### src/rtl/assert_macros.svh
// ----------------------------------------------------------------------------
// assert_macros.svh
// assertion helpers, clocked on clk and disabled while arst_n is low
// ----------------------------------------------------------------------------
`ifndef ASSERT_MACROS_SVH
`define ASSERT_MACROS_SVH

// property holds at every edge
`define SFE_ASSERT(name, prop, msg) \
	name: assert property (@(posedge clk) disable iff (!arst_n) prop) \
		else $error(msg);

// condition implies a property in the cycle after it
`define SFE_ASSERT_NEXT(name, pre, post, msg) \
	name: assert property (@(posedge clk) disable iff (!arst_n) (pre) |=> (post)) \
		else $error(msg);

`endif

### src/rtl/sfe_pkg.sv
// ----------------------------------------------------------------------------
// sfe_pkg
// shared widths, register codes and bus types of the stereo echo block
// ----------------------------------------------------------------------------
`default_nettype none

package sfe_pkg;

	localparam int SAMPLE_W   = 24;
	localparam int POS_W      = 16;
	localparam int CHAN_W     = 1;
	localparam int MEM_AW     = CHAN_W + POS_W;
	localparam int DELAY_W    = 16;
	localparam int GAIN_W     = 17;
	localparam int FRAC_W     = 16;
	localparam int CFG_IDX_W  = 2;
	localparam int CFG_DATA_W = 17;

	localparam logic [CFG_IDX_W-1:0] REG_DELAY = 2'd0;
	localparam logic [CFG_IDX_W-1:0] REG_FB    = 2'd1;
	localparam logic [CFG_IDX_W-1:0] REG_WET   = 2'd2;

	localparam logic [DELAY_W-1:0] DELAY_RESET = 16'd24000;
	localparam logic [GAIN_W-1:0]  FB_LIMIT    = 17'd58982;
	localparam logic [GAIN_W-1:0]  WET_LIMIT   = 17'd65536;

	typedef logic signed [SAMPLE_W-1:0] sample_t;

	typedef struct packed {
		logic [MEM_AW-1:0] rd_addr;
		logic              written;
	} sfe_rd_t;

	typedef struct packed {
		logic              en;
		logic [MEM_AW-1:0] addr;
		sample_t           data;
	} sfe_wr_t;

endpackage

`default_nettype wire

### src/rtl/sfe_mix.sv
// ----------------------------------------------------------------------------
// sfe_mix
// gain multiply stage, then q16 rounding, dry add and saturation
// ----------------------------------------------------------------------------
`default_nettype none

module sfe_mix (
	input  wire logic                          clk,
	input  wire logic                          en,
	input  wire sfe_pkg::sample_t              delayed,
	input  wire sfe_pkg::sample_t              x,
	input  wire logic [sfe_pkg::GAIN_W-1:0]    fb_gain,
	input  wire logic [sfe_pkg::GAIN_W-1:0]    wet_gain,
	output sfe_pkg::sample_t                   fb_sum,
	output sfe_pkg::sample_t                   out_sum
);

	localparam int PROD_W = sfe_pkg::SAMPLE_W + sfe_pkg::GAIN_W + 1;
	localparam int SUM_W  = PROD_W - sfe_pkg::FRAC_W + 1;
	localparam logic signed [PROD_W-1:0] ROUND_HALF =
		PROD_W'(1 << (sfe_pkg::FRAC_W - 1));
	localparam logic signed [SUM_W-1:0] SAT_HI = SUM_W'((1 << (sfe_pkg::SAMPLE_W - 1)) - 1);
	localparam logic signed [SUM_W-1:0] SAT_LO = SUM_W'(-(1 << (sfe_pkg::SAMPLE_W - 1)));

	logic signed [PROD_W-1:0] fb_prod_s2;
	logic signed [PROD_W-1:0] wet_prod_s2;
	sfe_pkg::sample_t         x_s2;

	function automatic sfe_pkg::sample_t mix_sat(input logic signed [PROD_W-1:0] p,
		input sfe_pkg::sample_t dry);
		logic signed [PROD_W-1:0] r;
		logic signed [SUM_W-1:0]  s;
		r = p + ROUND_HALF;
		s = SUM_W'(r >>> sfe_pkg::FRAC_W) + SUM_W'(dry);
		if (s > SAT_HI) begin
			return sfe_pkg::SAMPLE_W'(SAT_HI);
		end else if (s < SAT_LO) begin
			return sfe_pkg::SAMPLE_W'(SAT_LO);
		end
		return sfe_pkg::SAMPLE_W'(s);
	endfunction

	always_ff @(posedge clk) begin
		if (en) begin
			fb_prod_s2  <= PROD_W'(delayed) * PROD_W'($signed({1'b0, fb_gain}));
			wet_prod_s2 <= PROD_W'(delayed) * PROD_W'($signed({1'b0, wet_gain}));
			x_s2        <= x;
		end
	end

	always_comb begin
		fb_sum  = mix_sat(fb_prod_s2, x_s2);
		out_sum = mix_sat(wet_prod_s2, x_s2);
	end

endmodule

`default_nettype wire

### config.mk
export PLATFORM = sky130hd
export DESIGN_NAME = sfe_mix
export DESIGN_NICKNAME = d
export VERILOG_FILES = /design/src/rtl/assert_macros.svh /design/src/rtl/sfe_pkg.sv /design/src/rtl/sfe_mix.sv
export SDC_FILE = /design/constraint.sdc
export NUM_CORES = 2
export LEC_CHECK = 0
export BUFFER_PORTS_ARGS = -buffer_cell sky130_fd_sc_hd__buf_4
export CAP_MARGIN = 20
export CORE_UTILIZATION = 35
export CTS_CLUSTER_DIAMETER = 150
export DETAILED_ROUTE_END_ITERATION = 8
export GPL_ROUTABILITY_DRIVEN = 0
export PLACE_DENSITY = 0.57
export SYNTH_ARGS = -nofsm -noshare
export SYNTH_HDL_FRONTEND = slang
export SYNTH_SLANG_ARGS = --single-unit
### constraint.sdc
create_clock -name clk -period 10.5 [get_ports clk]
set_clock_uncertainty 0.15 [all_clocks]
set_input_delay 1.05 -clock clk [delete_from_list [all_inputs] [get_ports clk]]
set_output_delay 1.05 -clock clk [all_outputs]
set_load 0.02 [all_outputs]
Yosys cells after proc, flatten, opt, wreduce, memory -nomap -nowiden:

Index checks and enable logic that the tools add are counted.

* register bits: 108
* input bits: 84
* output and inout bits: 48
* word-level logic and storage cells: 23

* add/subtract/negate cells: 4
* multipliers: 2
* $lt $le $gt $ge: 4
* mux-type cells: 10

Operators by type and width (number)
* 24-bit two-way mux: 6
* 42-bit by 17-bit adder with 42-bit output (second input constant): 2
* 24-bit by 18-bit multiplier with 42-bit output: 2
* 26-bit by 24-bit adder with 27-bit output: 2
* 27-bit by 24-bit greater-than comparator with 1-bit output (second input constant): 2
* 27-bit by 24-bit < comparator with 1-bit output (second input constant): 2
* 1-bit two-way mux: 4

Longest topological paths before layout:

* word-level depth: 6
* depth in mapped cells: 25
* mapped depth without buffers: 24

Worst setup path before layout:

Ideal clock, no wire load.

* path type: input-to-reg
* start point: input port wet_gain[9] in the netlist's numbering
* end point: register wet_prod_s2[27], data pin
* library setup time: 258 ps
* data arrival time: 6650 ps
* data required time: 10092 ps
* setup slack: 3442 ps
* stages on the path: 23
* buffers on the path: 1
* path through: clkbuf_1 nand2_1 fa_1 inv_1 fa_1 inv_1 fa_1 inv_1 fa_1 fa_1 inv_1 fa_1 inv_1 ha_1 a21oi_1 o21ai_0 a211o_1 o31ai_2 o221ai_2 o21a_1 or3_1 a31oi_1 xnor2_1

* word-level cells in the longest chain between the ends: 1

Ends and longest elaborated chain
* start: declaration: RTL line sfe_mix.sv:13 `input wire logic [sfe_pkg::GAIN_W-1:0] wet_gain,`
* 24-bit by 18-bit multiplier with 42-bit output: RTL line sfe_mix.sv:46 `wet_prod_s2 <= PROD_W'(delayed) * PROD_W'($signed({1'b0, wet_gain}));`
* end signal: assignment: RTL line sfe_mix.sv:46
* end: declaration: RTL line sfe_mix.sv:26 `logic signed [PROD_W-1:0] wet_prod_s2;`

Every way passes these cells.
A chain may end at the register's enable or synchronous reset.

Final worst setup path:

* start point: input port delayed[11]
* end point: register fb_prod_s2[36], data pin

* word-level cells in the longest chain between the ends: 1

Ends and longest elaborated chain
* start: declaration: RTL line sfe_mix.sv:10 `input wire sfe_pkg::sample_t delayed,`
* 24-bit by 18-bit multiplier with 42-bit output: RTL line sfe_mix.sv:45 `fb_prod_s2 <= PROD_W'(delayed) * PROD_W'($signed({1'b0, fb_gain}));`
* end signal: assignment: RTL line sfe_mix.sv:45
* end: declaration: RTL line sfe_mix.sv:25 `logic signed [PROD_W-1:0] fb_prod_s2;`

Every way passes these cells.

==> results.md <==
- Quantity of gates resized following cts: 0
- Via total after detailed routing: 24,100
- Biggest fanout along the worst timing path: 34
- Total length of routed wires: 86,400 µm
- Library cell contributing the largest single delay on the critical path: fa_1
- Ys Warns: 0
- Biggest area contributors in the synthesized netlist: fa_1 46%, inv_1 10%, ha_1 9.1%, and2_1 7.3%, edfxtp_1 6.7%
- Synthesized net count: 4,926
- Cell row count: 115
- Initial DRC Count: 1,104
- Peak clock frequency supported by timing: 131 MHz
- RSZ-0062 raised after global routing: false
- Die X-Extent: 317 µm
- Chip Height: 317 µm
- Synthesized netlist cell count: 3,790
- Synthesized flop and latch total: 78
- Crit-path max cell delay: 0.55 ns
- Critical path's most frequent cell: fa_1
- Clk slew on worst S/H paths: around 0.070 ns
- Fraction of final layout cells sized beyond drive strength 1: a little under 5%
- Area of the mapped netlist: between 30,000 and 40,000 µm²
- Most common cell after layout, fill and taps aside: inv_1
- Mean post-synth cell area: 9.16 µm²
- Area of the placeable core: approximately 100,000 µm²
- Level count of the clock H-tree: 3
- Min-Delay Path Class: primary input to register
- Count of port buffers added during placement: 131
- Global-route wire length before repair: around 140,000 µm
- Area growth from synthesis to final layout: 6.63%
- Setup total negative slack: 0 ns
- Count of flip-flops with a built-in enable after synthesis: 78
- Number of buffers inserted during clock tree synthesis: 9
- Fill cell count: between 9,000 and 10,000
- Number of hold buffers added after CTS: 0
- Die Outline Area: 100,000 µm²
- Detailed placement HPWL: 69,600 µm
- Final antenna-violating net count: 0
- Clock Path Buffers: 2
- Final-report max-slew violation count: 0
- TritonRoute pass-1 iters: 5
- Endpoints failing setup: 0
- Max_cap viols: 0
- Starting utilization of the core area: between 30% and 40%
- Final Hold Viols: 0
- Nature of the critical path endpoint: register
- Area share of the largest cell type after synthesis: 46.1%
- Number of top-level design ports: 132
- CTS root buf: clkbuf_16
- Pin count of the biggest net entering global routing: 56
- # clock sinks: 78
- Worst-case headroom to the max-slew limit: 36.7%
- Leading register cell type out of synthesis: edfxtp_1
- Storage element area: 2340 µm²
- Tot GR Track Use: 18.3%
- Via count of the first global-routing pass: 26,600
- Share of synthesized area occupied by flip-flops and latches: 6.75%
- Dominant cell type by area after synthesis: fa_1
- Top library cells by usage in the layout, fill and taps aside: 939 x inv_1, 800 x fa_1, 471 x nand2_1, 403 x and2_1, 252 x ha_1
- Synth cell types: 68
- Critical path class: primary input to register
- Number of nets at the end of the flow: 4,917
- Worst path required time: between 10 and 15 ns
- Number of DRC violations after detailed routing: 0
- Critical path, cell by cell: buf_4 -> and2_1 -> fa_1 -> inv_1 -> fa_1 -> fa_1 -> inv_1 -> fa_1 -> fa_1 -> fa_1 -> ha_1 -> a21oi_1 -> o21ai_0 -> a31o_2 -> o211ai_1 -> a21boi_0 -> a31oi_1 -> nor2b_1 -> o21ai_0 -> xor2_1
- Total congestion overflow: 0
- Least-Margin Pin Slew: about 0.95 ns
- Diodes inserted: 0
- Crit path DAT: 7.57 ns
- Post-detailed-route via-to-cell ratio: 4.76
- CTS tree: built
- Final critical-path share of the clock period: 72.6%
- Outcome: finished clean
- Type of element launching the critical path: primary input
- FFs w/ async S/R, synth: 0%
- Routed wire length per instance: 17.0 µm
- Number of setup buffers added after CTS: 0
- Antenna violations before repair: 0
- Final worst path period need: between 7 and 8 ns
- Total area of multi-input combinational cells: ~28,000 µm²
[sequential cells by signal, indices dropped and copies added, names as in the netlist]
signal       count
fb_prod_s2      27
wet_prod_s2     27
x_s2            24
[synth_stat cells (all sizes together), types with 11 or more instances]
cell type  number
and3           23
o21a           15
nand4          15
o21ai          37
nand2         471
nor3           17
xnor2         107
nand3          43
edfxtp         78
clkbuf        144
a21oi          80
nor2b          16
o21bai         14
nand2b         11
nor2           70
inv           939
a21o           95
ha            252
and2          403
fa            800
xor2           46
[per-stage QoR]
stage               setup WS, ns  hold WS (ns)  utilization, %  area (µm²)  cells
finish                      2.88         0.713            37.7       37000   5073
global route                2.60         0.685            37.7       37000   5073
CTS                         2.88         0.683            37.7       37000   5073
detailed placement          2.49          1.08            37.3       36700   5057
global placement            2.55          1.08            37.3       36700   5057
floorplan                   3.44         0.999               -       34700   3790
[cells by family after synthesis]
group	synth area share, %
and+or+nand+nor	15.8
buffers and inverters	11.9
adders and majority gates	55.2
AOI/OAI and AO/OA	6.32
xor gates and xnor gates	3.86
DFF	6.75
muxes	0.151
[worst max-delay path, delay by kind of cell]
family,cells,cell delay [ns]
and+or+nand+nor,2,0.56
adders and majority gates,7,3.30
AOI/OAI and AO/OA,7,2.14
xor gates and xnor gates,1,0.15
buffers and inverters,3,0.37
[cell type report]
class / count / area share, %
multi-input combinational: 2621 / 76.3
inverter: 939 / 9.52
sequential: 78 / 6.33
tap: 1287 / 4.35
timing repair buffer: 132 / 2.68
clock buffer: 9 / 0.609
clock inverter: 7 / 0.213
[per-layer routing]
metal / share of wire, % / vias to the layer above / GRT usage [%]
met5: 0 / - / 0
met4: 2.0 / 0 / 3.68
met3: 2.5 / 60 / 1.28
met2: 51 / 310 / 33.2
met1: 44 / 12600 / 24.0
li1: - / 11200 / -
[path summary, 6_finish.rpt]
path / slack [ns] / endpoint / start / depth (start not counted)
max: 2.88 / fb_prod_s2[36] / delayed[11] / 20
min: 0.71 / x_s2[21] / x[21] / 1
Power is left out: the tool's default activity adds up to more than one toggle a clock period on the data nets, which glitch-free logic cannot reach.
