## src/rtl/assert_macros.svh

```systemverilog
// ----------------------------------------------------------------------------
// assert_macros.svh
// assertion helpers, clocked on clk and disabled while arst_n is low
// ----------------------------------------------------------------------------
`ifndef ASSERT_MACROS_SVH
`define ASSERT_MACROS_SVH

// property holds at every edge
`define SFE_ASSERT(name, prop, msg) \
	name: assert property (@(posedge clk) disable iff (!arst_n) prop) \
		else $error(msg);

// condition implies a property in the cycle after it
`define SFE_ASSERT_NEXT(name, pre, post, msg) \
	name: assert property (@(posedge clk) disable iff (!arst_n) (pre) |=> (post)) \
		else $error(msg);

`endif

```

## src/rtl/sfe_pkg.sv

```systemverilog
// ----------------------------------------------------------------------------
// sfe_pkg
// shared widths, register codes and bus types of the stereo echo block
// ----------------------------------------------------------------------------
`default_nettype none

package sfe_pkg;

	localparam int SAMPLE_W   = 24;
	localparam int POS_W      = 16;
	localparam int CHAN_W     = 1;
	localparam int MEM_AW     = CHAN_W + POS_W;
	localparam int DELAY_W    = 16;
	localparam int GAIN_W     = 17;
	localparam int FRAC_W     = 16;
	localparam int CFG_IDX_W  = 2;
	localparam int CFG_DATA_W = 17;

	localparam logic [CFG_IDX_W-1:0] REG_DELAY = 2'd0;
	localparam logic [CFG_IDX_W-1:0] REG_FB    = 2'd1;
	localparam logic [CFG_IDX_W-1:0] REG_WET   = 2'd2;

	localparam logic [DELAY_W-1:0] DELAY_RESET = 16'd24000;
	localparam logic [GAIN_W-1:0]  FB_LIMIT    = 17'd58982;
	localparam logic [GAIN_W-1:0]  WET_LIMIT   = 17'd65536;

	typedef logic signed [SAMPLE_W-1:0] sample_t;

	typedef struct packed {
		logic [MEM_AW-1:0] rd_addr;
		logic              written;
	} sfe_rd_t;

	typedef struct packed {
		logic              en;
		logic [MEM_AW-1:0] addr;
		sample_t           data;
	} sfe_wr_t;

endpackage

`default_nettype wire

```

## src/rtl/sfe_addr.sv

```systemverilog
// ----------------------------------------------------------------------------
// sfe_addr
// per-channel write pointers and fill tracking, read address generation
// ----------------------------------------------------------------------------
`default_nettype none

module sfe_addr (
	input  wire logic                            clk,
	input  wire logic                            arst_n,
	input  wire logic                            accept,
	input  wire logic [sfe_pkg::CHAN_W-1:0]      chan,
	input  wire logic [sfe_pkg::DELAY_W-1:0]     delay,
	output sfe_pkg::sfe_rd_t                     rd,
	output logic      [sfe_pkg::POS_W-1:0]       wr_pos
);

	localparam int NCH = 2 ** sfe_pkg::CHAN_W;

	logic [sfe_pkg::POS_W-1:0] wp_q [NCH];
	logic [NCH-1:0]            wrapped_q;
	logic [sfe_pkg::POS_W-1:0] delay_eff;
	logic [sfe_pkg::POS_W-1:0] rd_pos;

	always_comb begin
		wr_pos     = wp_q[chan];
		delay_eff  = (delay == '0) ? sfe_pkg::POS_W'(1) : sfe_pkg::POS_W'(delay);
		rd_pos     = wr_pos - delay_eff;
		rd.rd_addr = {chan, rd_pos};
		// entry holds real data once written since reset
		rd.written = wrapped_q[chan] | (rd_pos < wr_pos);
	end

	always_ff @(posedge clk or negedge arst_n) begin
		if (!arst_n) begin
			for (int i = 0; i < NCH; i++) begin
				wp_q[i] <= '0;
			end
			wrapped_q <= '0;
		end else if (accept) begin
			wp_q[chan] <= wr_pos + 1'b1;
			if (&wr_pos) begin
				wrapped_q[chan] <= 1'b1;
			end
		end
	end

endmodule

`default_nettype wire

```

## config.mk

```make
export PLATFORM = sky130hd
export DESIGN_NAME = sfe_addr
export DESIGN_NICKNAME = d
export VERILOG_FILES = /design/src/rtl/assert_macros.svh /design/src/rtl/sfe_pkg.sv /design/src/rtl/sfe_addr.sv
export SDC_FILE = /design/constraint.sdc
export NUM_CORES = 1
export LEC_CHECK = 0
export BUFFER_PORTS_ARGS = -buffer_cell sky130_fd_sc_hd__buf_4
export CAP_MARGIN = 25
export CELL_PAD_IN_SITES_DETAIL_PLACEMENT = 0
export CELL_PAD_IN_SITES_GLOBAL_PLACEMENT = 1
export CORE_ASPECT_RATIO = 0.5
export CORE_UTILIZATION = 40
export DETAILED_ROUTE_END_ITERATION = 8
export GPL_TIMING_DRIVEN = 1
export PLACE_DENSITY_LB_ADDON = 0.12
export SLEW_MARGIN = 0
export SYNTH_ARGS = -nofsm -noshare
export SYNTH_HDL_FRONTEND = slang
export SYNTH_SLANG_ARGS = --single-unit
```

## constraint.sdc

```tcl
create_clock -name clk -period 19.6 [get_ports clk]
set_clock_uncertainty 0.15 [all_clocks]
set_input_delay 5.88 -clock clk [delete_from_list [all_inputs] [get_ports clk]]
set_output_delay 5.88 -clock clk [all_outputs]
set_load 0.01 [all_outputs]
```

; ---- Word-level counts from Yosys, hierarchy flattened
; Index checks and enable logic that the tools add are counted.
[word_totals]
ff_bits = 34
output_inout_bits = 34
in_bits = 20
[op_classes]
bitwise = 3
muxes = 11
n_addsub = 2
n_lt_le_gt_ge = 5
reduce_logical = 4
[ops]
columns = cell, n
row1 = $mux W16, 5
row2 = $bwmux W32, 1
row3 = $reduce_and A17 Y1, 1
row4 = $add A16 B1 Y16 const B, 1
row5 = $demux W16 S1, 1
row6 = $logic_not A16 Y1, 1
row7 = $lt A16 B16 Y1, 1
row8 = $sub A16 B16 Y16, 1
row9 = $mux W1, 3
row10 = $ge A2 B2 Y1 const B, 1
row11 = $logic_and A1 B1 Y1, 2
row12 = $lt A1 B2 Y1 const B, 1
row13 = $lt A2 B1 Y1 const B, 1
row14 = $not A1 Y2, 1
row15 = $or A2 B2 Y2, 1
row16 = $demux W1 S1, 1
row17 = $ge A1 B1 Y1 const B, 1
row18 = $or A1 B1 Y1, 1

; ---- Logic depth before layout (Yosys ltp)
; Gate-level depths: netlist (run 1).
[depth]
word_depth = 7
depth_mapped = 18
ltp_nobuf = 15

; ---- Worst setup path after synthesis (run 1)
; Ideal clock, no wire load.
[synth_path]
kind = in2out
start = input chan
end = output rd[0] (netlist bit)
arrival_ns = 9.377
path_slack_ns = 4.193
stages = 18
path_buffers = 4
cell_sequence = buf_6 -> buf_6 -> buf_4 -> buf_2 -> mux2i_1 -> inv_1 -> ha_1 -> o21ai_0 -> a211oi_1 -> o21ai_0 -> and4b_1 -> a211oi_1 -> ha_1 -> a21o_1 -> a21oi_1 -> nor2b_1 -> o31a_1 -> a31oi_1
[synth_rtl]
columns = item, line
row1 = start: declaration, sfe_addr.sv:11  ; input wire logic [sfe_pkg::CHAN_W-1:0] chan,
row2 = end: declaration, sfe_addr.sv:13  ; output sfe_pkg::sfe_rd_t rd,

==> results of run 1 <==
## power by group through the flow
stage | clock network, mW | registers, mW | logic, mW
final | 0.0882 | 0.0934 | 0.149
after global routing | 0.0929 | 0.0952 | 0.167
after global placement | 0 | 0.0941 | 0.147
after CTS | 0.0900 | 0.0931 | 0.150
after floorplan | 0 | 0.0907 | 0.0959
after detailed placement | 0 | 0.0942 | 0.149
## per-stage QoR
| step | power, mW | hold WS, ns |
|---|---|---|
| 3_3_place_gp | 0.241 | 0.304 |
| 3_5_place_dp | 0.244 | 0.305 |
| 4_1_cts | 0.333 | 0.315 |
| 6_report | 0.330 | 0.312 |
| 5_1_grt | 0.355 | 0.321 |
| 2_1_floorplan | 0.187 | 0.288 |
## layout make-up
class	count	share of cell area
clock buffer	5	0.0347
inverter	34	0.0354
timing repair buffer	53	0.110
clock inverter	3	0.0111
tap	92	0.0319
multi-input combinational	254	0.540
sequential	34	0.236
## per-layer routing
metal  up-vias  global-route usage
met5         -                   0
met4         0              0.0580
met3         7              0.0236
met2        77               0.285
met1      1217               0.325
li1       1271                   -
## synth_stat cells (5+ instances only)
master / count
a211oi_1: 5
a21o_1: 8
a21oi_1: 23
dfrtp_1: 34
ha_1: 32
inv_1: 34
mux2_2: 7
mux2i_1: 8
nand2_1: 19
nand2b_1: 5
nand3_1: 13
nand4_1: 6
nor2_1: 21
nor2b_1: 9
o21ai_0: 6
xnor2_1: 24
xor2_1: 18
## worst max-delay path: stages
cell	delay, ns
buf_4	0.37
and2b_1	0.23
a21oi_1	0.40
inv_1	0.13
ha_1	0.43
o21ai_0	0.14
a211oi_1	0.26
o21ai_0	0.21
and4b_1	0.25
a211oi_1	0.31
ha_1	0.31
a21o_1	0.16
a21oi_1	0.13
nor2b_1	0.06
o31a_1	0.23
a31oi_1	0.15
buf_4	0.14
## kinds of logic after synthesis
kind of cell / share of synthesized area
buf+inv: 0.0620
simple gates: 0.187
flops: 0.285
xor+xnor: 0.123
mux: 0.0533
fa+ha+maj: 0.141
compound gates: 0.149
## flip-flops by register name, summed over array words and instances (netlist names)
signal / cells
wrapped_q: 2
wp_q: 32
## worst max-delay path by stage
stage,start,endpoint,slack [ns],cells after the start
2_1_floorplan,chan,rd[0],4.19,18
3_3_place_gp,chan,rd[0],3.96,17
3_5_place_dp,chan,rd[0],3.85,17
4_1_cts,chan,rd[0],3.85,17
5_1_grt,chan,rd[0],3.47,17
6_report,chan,rd[0],3.75,17
==> flow_metrics.tcl, run 1 <==
set metrics [dict create \
    criticalPathCategory "in2out" \
    tns_ns 0 \
    clk_latency_ns 0.28 \
    rr_endpoint "wp_q[26]" \
    core_um2 6940 \
    place_hpwl_um 6050 \
    gp_congestion 0.846 \
    grt_pass1_vias 2397 \
    wl_met3_um 462 \
    grt.overflow.total 0 \
    rsz0062_at_grt "no" \
    grt_pass1_wl_um 12300 \
    period_share 0.809 \
    drive_above_1_share 0.201 \
    cts_root_buffer "clkbuf_16" \
    dpl_cell_area_um2 3440 \
    hp-start "wp_q[28]" \
    fin_nets 435 \
    max_freq_ghz 0.0631 \
    grt_antenna_before_repair 0 \
    wl_met1_um 3990 \
    switching_power_mw 0.119 \
    ios 54 \
    final_cell_mix "buf_4 (53), inv_1 (34), dfrtp_1 (34)" \
    final_area_um2 3600 \
    area_growth_pct 20.8 \
    cts_buffers 5 \
    top_layer_used "met4" \
    hold_end "wp_q[28]" \
    vdd_drop_max_mv 0.0661 \
    yosys.area.top_type "dfrtp_1" \
    regArea_um2 851 \
    clock-sinks 34 \
    worstPathMaxFanout 43 \
    layout_min_cycle_time_ns 15.85 \
    slew_violations 0 \
    power_density_nw_per_um2 91.6 \
    dp_cells 467 \
    setup_slack_ns 3.75 \
    avgSynthCellArea_um2 9.02 \
    cts_buffer_depth 2 \
    synth_fp_nets 384 \
    synthTopCellsByArea "dfrtp_1 (29%), ha_1 (13%), xnor2_1 (7.0%)" \
    synth_cells 331 \
    tightest_slew_ns 0.595 \
    place_ws_ns 3.85 \
    synth_edf_count 0 \
    cts_htree_levels 2 \
    swShare 0.360 \
    power.leakage_nw 1.91 \
    yosysTopAreaCellShare 0.285 \
    worstPathArrival_ns 9.82 \
    drc 0 \
    stdcell_count 475 \
    hold_viol_final 0 \
    ys_seq_area_frac 0.285 \
    clk_pin_slew_worst_paths_ns 0.05 \
    slew_headroom 0.600 \
    portBuffers 53 \
    std_cell_rows 21 \
    netlist_area_um2 2980 \
    cp-end-kind "output pin" \
    postCtsSetupRepairBufs 0 \
    p_int_mw 0.211 \
    clkPwrFrac 0.267 \
    drt_iter0_drc 300 \
    synth-main-ff-cell "dfrtp_1" \
    reg2reg_from "wp_q[17]" \
    async_flop_share 1.00 \
    min_path_cells 1 \
    p_comb_frac 0.450 \
    wl_um 7490 \
    wl_per_cell_um 15.8 \
    run_status "complete, no violations" \
    fp.dieH_um 63.1 \
    worst-r2r-cell-count 7 \
    cts-resized-gates 0 \
    cts_tree "yes" \
    dieArea_um2 7830 \
    maxCapViolCount 0 \
    die_w_um 124 \
    critical_path_required_ns 13.57 \
    num_vias 2572 \
    via_per_inst 5.41 \
    firstDrtPassIters 5 \
    grt_use_total 0.205 \
    final_common_cell "buf_4" \
    hold_path.class "reg2reg" \
    p_seq_frac 0.283 \
    finish.utilization 0.520 \
    r2r_slack_ns 17.34 \
    fill_cells 702 \
    initial_utilization 0.430 \
    wl_met2_um 2950 \
    final-setup-viol-count 0 \
    synth-seq-cells 34 \
    ant_nets 0 \
    cp-start-kind "input pin" \
    grt_max_degree 44 \
    holdBufCountCts 0 \
    multi_input_area_um2 1950 \
    num_antenna_cells 0 \
    synth_cell_type_count 52 \
    synth_warnings 0 \
]
No activity file was read; power rests on OpenSTA's default activity.
==> run 2, diff against run 1 <==
ABC_AREA = 1   (was unset)
clock period = 15.7 ns   (was 19.6 ns; I/O delays follow)
==> flow_metrics.tcl, run 2 <==
set metrics [dict create \
    run_status "complete, no violations" \
    yosys.area.top_type "dfrtp_1" \
    core_um2 8030 \
    slew_violations 0 \
    gp_congestion 0.859 \
    tightest_slew_ns 0.926 \
    worstPathArrival_ns 7.96 \
    ios 54 \
    drt_iter0_drc 167 \
    synth_most_common_cell "nand2_1" \
    final_area_um2 3930 \
    tns_ns 0 \
    regMostFlops "wp_q" \
    vdd_drop_max_mv 0.0560 \
    clk_latency_ns 0.28 \
    dieArea_um2 8730 \
    postCtsSetupRepairBufs 0 \
    ys_seq_area_frac 0.255 \
    fp.dieH_um 66.6 \
    synthTopCellsByArea "dfrtp_1 (25%), nand2_1 (18%), ha_1 (12%)" \
    startpoint "chan" \
    power_density_nw_per_um2 130 \
    portBuffers 53 \
    reg2reg_from "wp_q[1]" \
    synth-main-ff-cell "dfrtp_1" \
    drc 0 \
    power.leakage_nw 2.08 \
    maxCapViolCount 0 \
    clock-sinks 34 \
    grt_pass1_wl_um 15700 \
    hold_path.class "reg2reg" \
    clk_pin_slew_worst_paths_ns 0.06 \
    drive_above_1_share 0.184 \
    async_flop_share 1.00 \
    cts_root_buffer "clkbuf_16" \
    multi_input_area_um2 2130 \
    slew_headroom 0.381 \
    switching_power_mw 0.225 \
    rr_endpoint "wp_q[22]" \
    wl_um 9510 \
    die_w_um 131 \
    cp-start-kind "input pin" \
    synth.top_cells.by_count "nand2_1 (159), inv_1 (63), nand3_1 (39), dfrtp_1 (34), ha_1 (32)" \
    synth_edf_count 0 \
    fill_cells 836 \
    yosysTopAreaCellShare 0.255 \
    via_per_inst 4.94 \
    p_comb_frac 0.577 \
    synth_warnings 0 \
    cts_tree "yes" \
    p_int_mw 0.285 \
    ant_nets 0 \
    cp-end-kind "output pin" \
    max_freq_ghz 0.0780 \
    cts_buffers 5 \
    worst-r2r-cell-count 7 \
    p_seq_frac 0.230 \
    clkPwrFrac 0.193 \
    netlist_area_um2 3340 \
    synth_fp_nets 549 \
    crit_end "rd[0]" \
    synth_cell_type_count 36 \
    holdBufCountCts 0 \
    regArea_um2 851 \
    period_share 0.817 \
    num_vias 3238 \
    top_regs "wp_q: 32 flops, wrapped_q: 2 flops" \
    grt_use_total 0.235 \
    final-setup-viol-count 0 \
    largest_register_ff_count 32 \
    dpl_cell_area_um2 3780 \
    critical_path_required_ns 10.84 \
    grt_antenna_before_repair 0 \
    avgSynthCellArea_um2 6.73 \
    cts_buffer_depth 2 \
    synth-seq-cells 34 \
    grt_pass1_vias 3075 \
    rsz0062_at_grt "no" \
    grt.overflow.total 0 \
    finish.utilization 0.489 \
    num_antenna_cells 0 \
    layout_min_cycle_time_ns 12.82 \
    std_cell_rows 23 \
    dp_cells 647 \
    area_growth_pct 17.6 \
    synth_cells 496 \
    firstDrtPassIters 4 \
    wl_per_cell_um 14.5 \
    cts-resized-gates 0 \
    worstPathMaxFanout 36 \
    final_common_cell "nand2_1" \
    criticalPathCategory "in2out" \
    stdcell_count 655 \
    initial_utilization 0.416 \
    fin_nets 595 \
    cts_htree_levels 2 \
    place_hpwl_um 7460 \
    swShare 0.441 \
    final_cell_mix "nand2_1 (159), inv_1 (63), buf_4 (53)" \
    r2r_slack_ns 13.85 \
    grt_max_degree 37 \
    hold_viol_final 0 \
]
==> run 2: cell count changes in the layout (fill, tap and decap cells not counted), moves of 6 or more <==
| cell | delta |
|---|---|
| inv_1 | +29 |
| o21ai_0 | +12 |
| nor2b_1 | -9 |
| nand2_1 | +140 |
| xnor2_1 | -21 |
| o21ai_1 | +12 |
| nand2_2 | +15 |
| nand3_1 | +26 |
| mux2i_1 | -8 |
| nor2_2 | +6 |
| mux2_2 | -7 |
| a21o_1 | -7 |
| nor2_1 | +6 |
==> run 2: kinds of logic (layout without fill, tap and decap cells) <==
family,count (synthesis),count (layout),synth area share
AO/OA/AOI/OAI,60,60,0.0994
XOR/XNOR,17,17,0.0446
adder cells (fa/ha/maj),33,33,0.126
buffers and inverters,81,128,0.106
flip-flops,34,34,0.255
AND/OR/NAND/NOR,271,271,0.369
==> run 2: area by class of cell <==
cell class,instances,area share
clock buffers,7,0.0363
clock inverters,1,0.00128
repair buffers,53,0.101
well taps,112,0.0357
flip-flops and latches,34,0.217
multi-input cells,381,0.544
inverters,67,0.0650
==> run 2: how the worst min path moves through the flow <==
stage | from | end | slack (ns) | cells past startpoint
after floorplan | wrapped_q[1] | wrapped_q[1] | 0.27 | 2
after global placement | wrapped_q[1] | wrapped_q[1] | 0.29 | 2
after detailed placement | wrapped_q[1] | wrapped_q[1] | 0.29 | 2
after CTS | wrapped_q[1] | wrapped_q[1] | 0.30 | 2
after global routing | wrapped_q[0] | wrapped_q[0] | 0.32 | 2
final | wrapped_q[1] | wrapped_q[1] | 0.30 | 2
==> run 2: critical path, cell delays in order <==
cell and delay [ns]:
buf_4 0.24, inv_4 0.25, nand2_1 0.10, nand2_2 0.16, inv_1 0.08, ha_1 0.23, fa_1 0.41, o21ai_0 0.42
nand2_1 0.09, nand2_1 0.14, nand3_1 0.11, nand3_1 0.10, nand2_1 0.08, ha_1 0.29, nand4_1 0.11, a21oi_1 0.13
nor2_1 0.05, nand2_1 0.05, nand2_1 0.04, buf_4 0.15
==> run 2: layer usage <==
layer,up-vias,global-route usage,routed length [µm]
li1,1675,-,-
met1,1475,0.341,5200
met2,80,0.345,3580
met3,8,0.0525,651
met4,0,0.0574,87
met5,-,0,0
==> run 2: stage by stage <==
step	power, mW	setup WS, ns	hold WS (ns)
after floorplan	0.310	3.38	0.272
after global placement	0.411	2.99	0.288
after detailed placement	0.411	2.86	0.289
after CTS	0.512	2.86	0.302
after global routing	0.559	2.51	0.325
final	0.510	2.88	0.302
==> run 2: power groups by stage <==
stage	Combinational (mW)	Sequential, mW	Clock (mW)
global route	0.336	0.119	0.104
CTS	0.294	0.117	0.101
global placement	0.293	0.118	0
detailed placement	0.293	0.118	0
finish	0.294	0.117	0.0986
floorplan	0.195	0.116	0
